### config.mk
export PLATFORM = sky130hd
export DESIGN_NAME = srs_ctrl
export DESIGN_NICKNAME = d
export VERILOG_FILES = /design/src/design/srs_pkg.sv /design/src/design/srs_ctrl.sv
export SDC_FILE = /design/constraint.sdc
export NUM_CORES = 1
export LEC_CHECK = 0
export BUFFER_PORTS_ARGS = -buffer_cell sky130_fd_sc_hd__clkbuf_2
export CORE_AREA = 2 2 39 41
export CTS_BUF_LIST = sky130_fd_sc_hd__clkbuf_4
export CTS_CLUSTER_DIAMETER = 50
export CTS_CLUSTER_SIZE = 20
export DETAILED_ROUTE_END_ITERATION = 10
export DIE_AREA = 0 0 41 43
export GPL_ROUTABILITY_DRIVEN = 0
export PLACE_DENSITY = 0.54
export SLEW_MARGIN = 20
export SYNTH_ARGS = -nofsm -noshare
export SYNTH_HDL_FRONTEND = slang
export SYNTH_SLANG_ARGS = --single-unit
### constraint.sdc
create_clock -name clock -period 2.05 [get_ports clock]
set_clock_uncertainty 0.2 [all_clocks]
set_input_delay 0.1025 -clock clock [delete_from_list [all_inputs] [get_ports clock]]
set_output_delay 0.1025 -clock clock [all_outputs]
set_load 0.05 [all_outputs]
### src/design/srs_pkg.sv
// Shared types and constants for the sequence reorder scheduler.
// Used by srs_ctrl, srs_datapath and sequence_reorder_scheduler_unit.
`default_nettype none
package srs_pkg;

   localparam int SEQ_W       = 64;
   localparam int TAG_W       = 16;
   localparam int PORT_W      = 2;
   localparam int CNT_W       = 7;
   localparam int IDX_W       = 6;
   localparam int STORE_DEPTH = 64;
   localparam int CREDIT_W    = 5;
   localparam int TICK_W      = 16;
   localparam int ADDR_W      = 4;
   localparam int DATA_W      = 32;

   localparam logic [CREDIT_W-1:0] CREDIT_RESET = 5'd10;
   localparam logic [TICK_W-1:0]   FIRST_RESET  = 16'd10000;
   localparam logic [TICK_W-1:0]   TMO_RESET    = 16'd1;

   typedef enum logic [1:0] {
      ACT_ARRIVE = 2'd0,
      ACT_PULL   = 2'd1,
      ACT_TICK   = 2'd2,
      ACT_NOP    = 2'd3
   } action_type;

   typedef enum logic [1:0] {
      REG_CREDIT  = 2'd0,
      REG_FIRST   = 2'd1,
      REG_TIMEOUT = 2'd2,
      REG_NONE    = 2'd3
   } reg_index_type;

   typedef enum logic [2:0] {
      ST_IDLE,
      ST_DISPATCH,
      ST_SCAN,
      ST_DRAIN,
      ST_DECIDE,
      ST_SHIFT,
      ST_FINISH
   } state_type;

   typedef struct packed {
      logic [TAG_W-1:0]  tag;
      logic [PORT_W-1:0] port;
      logic [SEQ_W-1:0]  seq;
   } entry_type;

   typedef struct packed {
      logic capture;
      logic scan_issue;
      logic shift_start;
      logic shift_issue;
      logic finish;
   } cmd_type;

   typedef struct packed {
      action_type action;
      logic       count_zero;
      logic       scan_last;
      logic       shift_more;
      logic       rd_busy;
      logic       release_ok;
      logic       out_free;
   } sts_type;

endpackage
`default_nettype wire

### src/design/srs_ctrl.sv
// Controller state machine of the sequence reorder scheduler.
// Depends on srs_pkg; drives commands into srs_datapath.
`default_nettype none
module srs_ctrl
   import srs_pkg::*;
(
   input  wire     clock,
   input  wire     reset,
   input  wire     req_valid,
   output logic    req_stall,
   input  sts_type sts,
   output cmd_type cmd
);

   state_type state_ff, state_in;

   always_ff @(posedge clock) begin
      if (reset) begin
         state_ff <= ST_IDLE;
      end else begin
         state_ff <= state_in;
      end
   end

   always_comb begin
      state_in  = state_ff;
      cmd       = '0;
      req_stall = 1'b1;
      case (state_ff)
         ST_IDLE: begin
            req_stall = 1'b0;
            if (req_valid) begin
               cmd.capture = 1'b1;
               state_in    = ST_DISPATCH;
            end
         end
         ST_DISPATCH: begin
            if (sts.action == ACT_PULL && !sts.count_zero) begin
               state_in = ST_SCAN;
            end else begin
               state_in = ST_FINISH;
            end
         end
         ST_SCAN: begin
            cmd.scan_issue = 1'b1;
            if (sts.scan_last) begin
               state_in = ST_DRAIN;
            end
         end
         ST_DRAIN: begin
            state_in = ST_DECIDE;
         end
         ST_DECIDE: begin
            if (sts.release_ok) begin
               cmd.shift_start = 1'b1;
               state_in        = ST_SHIFT;
            end else begin
               state_in = ST_FINISH;
            end
         end
         ST_SHIFT: begin
            cmd.shift_issue = sts.shift_more;
            if (!sts.shift_more && !sts.rd_busy) begin
               state_in = ST_FINISH;
            end
         end
         ST_FINISH: begin
            if (sts.out_free) begin
               cmd.finish = 1'b1;
               state_in   = ST_IDLE;
            end
         end
         default: begin
            state_in = ST_IDLE;
         end
      endcase
   end

endmodule
`default_nettype wire

==> flow_metrics.env <==
export IMPL_die_y_um=43
export IMPL_synth_area_um2=285
export IMPL_reg_largest_list="state_ff: 3 flops"
export IMPL_yosysTopAreaCellShare_pct=21.1
export IMPL_grt_pass1_wl_um=993
export IMPL_required_ns=1.75
export IMPL_stdcell_area_um2=412
export IMPL_cts_setup_buffers=0
export IMPL_placedCellCount=67
export IMPL_setup_viol=0
export IMPL_worstMarginPinSlew_ns=0.390
export IMPL_place_area_um2=372
export IMPL_clock_path_buffers=2
export IMPL_drtAntennaViolNets=0
export IMPL_fin_crit_ns=1.79
export IMPL_first_pass_iters=2
export IMPL_antenna_found_initial=0
export IMPL_detail_route_wl_per_cell_um=8.96
export IMPL_cp_num_cells=3
export IMPL_slew_headroom_pct=73.9
export IMPL_synthesis_nets=48
export IMPL_r2r_cells=4
export IMPL_antenna_cells=0
export IMPL_syn_area_per_cell_um2=7.71
export IMPL_dp_hpwl_um=512
export IMPL_vias_per_cell=4.36
export IMPL_drt_iter0_drc=3
export IMPL_crit_slowest_cell="or3_2"
export IMPL_largest_reg_flops=3
export IMPL_finalCritPeriodShare_pct=87.2
export IMPL_status="finished, final reports clean"
export IMPL_synthCells=37
export IMPL_gr_usage_all_layers_pct=8.43
export IMPL_slew_viol_final=0
export IMPL_initial_utilization_pct=20.6
export IMPL_clk_latency_ns=0.23
export IMPL_grt_overflow_total=0
export IMPL_async_reset_ff_share_pct=0
export IMPL_crit_fanout=13
export IMPL_io_pins=17
export IMPL_grt_max_degree=14
export IMPL_synth_area_top_cells="dfxtp_1 21%, nand3b_1 7.9%, a21oi_2 6.1%, a21oi_4 5.7%, nor2_1 5.3%"
export IMPL_cts_root_buffer="clkbuf_4"
export IMPL_max_freq_mhz=559
export IMPL_cts_buffers=3
export IMPL_critPathBufInv=1
export IMPL_final_cells=72
export IMPL_drt_total_wl_um=645
export IMPL_post_synth_top_count_cell="nor2_1"
export IMPL_hp_class="in2reg"
export IMPL_vias=314
export IMPL_critPathKind="reg2out"
export IMPL_fin_nets=68
export IMPL_ys_seq_area_share_pct=21.1
export IMPL_dieArea_um2=1760
export IMPL_drv_cap=0
export IMPL_cts_sinks=3
export IMPL_power_density_nw_per_um2=1670
export IMPL_start_kind="flop"
export IMPL_vdd_ir_drop_max_mv=0.457
export IMPL_synthFlopType="dfxtp_1"
export IMPL_clkTransAtPathRegs_ns=0.04
export IMPL_largest_register="state_ff"
export IMPL_synth_top_cell_by_area="dfxtp_1"
export IMPL_port_buffers=16
export IMPL_utilization_pct=29.7
export IMPL_die_w_um=41
export IMPL_cts_tree="built"
export IMPL_area_delta_synth_final_pct=44.3
export IMPL_drive_gt1_share_pct=51.8
export IMPL_core_area_um2=1380
export IMPL_grt_setup_unrepaired="false"
export IMPL_worst_hold_slack_ns=0.0817
export IMPL_ys_warn_count=0
export IMPL_cp_cell_sequence="or3_2 -> nor2_2 -> clkbuf_2"
export IMPL_worstHoldPathCells=4
export IMPL_cp_end_kind="primary output"
export IMPL_synth_common_cells="4 x nor2_1, 3 x dfxtp_1, 3 x inv_1, 3 x nand2_1, 3 x nand3b_1"
export IMPL_synth_seq_cells=3
export IMPL_finalHoldViolCount=0
export IMPL_max_stage_delay_ns=0.48
export IMPL_rows=14
export IMPL_fin_tns_setup_ns=0
export IMPL_critPathArrivalTime_ns=1.49
export IMPL_worst_path_dominant_cell_family="simple AND/OR/NAND/NOR gates"
export IMPL_p_leak_uw=0.000182
export IMPL_grt_pass1_vias=280
export IMPL_htree_levels=1
export IMPL_remaining_drc_errors=0
export IMPL_synth_edf_count=0
export IMPL_yosysUniqueCellTypes=22
==> power breakdown <==
| part | switching (uW) | internal [uW] | leakage, uW | total [uW] |
|---|---|---|---|---|
| Clock | 27.8 | 85.9 | 0.0000184 | 114 |
| Sequential | 63.0 | 84.3 | 0.0000247 | 147 |
| Combinational | 269 | 157 | 0.000139 | 425 |
| Total | 359 | 327 | 0.000182 | 686 |
==> cell usage in the layout, fill, tap and decap left out, types with 2 or more instances in the layout <==
cell / synthesis / layout
nor2_1: 4 / 3
clkbuf_4: 0 / 4
o22ai_1: 2 / 2
dfxtp_1: 3 / 3
nand2b_1: 2 / 2
inv_1: 3 / 3
nand3b_1: 3 / 3
clkbuf_2: 0 / 16
a21oi_1: 2 / 2
nand2_1: 3 / 3
a21oi_2: 2 / 2
==> tightest hold or removal path, stage by stage <==
cell and delay, ns:
clkbuf_2 0.09, o21bai_1 0.06, a21oi_1 0.15, nor3_1 0.05
==> path summary, 6_finish.rpt <==
path,from,endpoint,slack [ns]
worst min-delay path,sts[1],state_ff[1],0.08
worst min register to register,state_ff[0],state_ff[0],0.38
worst max register to register,state_ff[2],state_ff[0],0.49
worst max-delay path,state_ff[2],cmd[4],0.26
==> cell type report <==
| cell class | instances | area, um^2 |
|---|---|---|
| fill | 165 | 972 |
| multi-input combinational | 29 | 200 |
| timing repair buffer | 17 | 90.1 |
| sequential | 3 | 60.1 |
| clock buffer | 4 | 30.0 |
| tap | 16 | 20.0 |
| inverter | 3 | 11.3 |
==> timing repair <==
action	CTS	global route
hold endpoints to repair	3	0
hold buffers	1	0
gates resized for setup	0	0
==> metrics by stage <==
step	total power [uW]	setup slack [ns]
2_1_floorplan	511	0.217
3_3_place_gp	573	0.507
3_5_place_dp	574	0.504
4_1_cts	696	0.251
5_1_grt	733	0.194
6_report	686	0.262
==> cells by family after synthesis <==
kind of cell	synth area share [%]
AO/OA/AOI/OAI	28.1
flip-flops	21.1
AND/OR/NAND/NOR	41.2
buffers and inverters	9.65
==> layer usage <==
metal	vias to the layer above	GRT usage, %	wire length [um]
met5	-	0	0
met4	0	8.00	0
met3	0	1.57	27
met2	8	12.2	329
met1	139	9.62	289
li1	167	-	-
(Power assumes the default switching activity.)
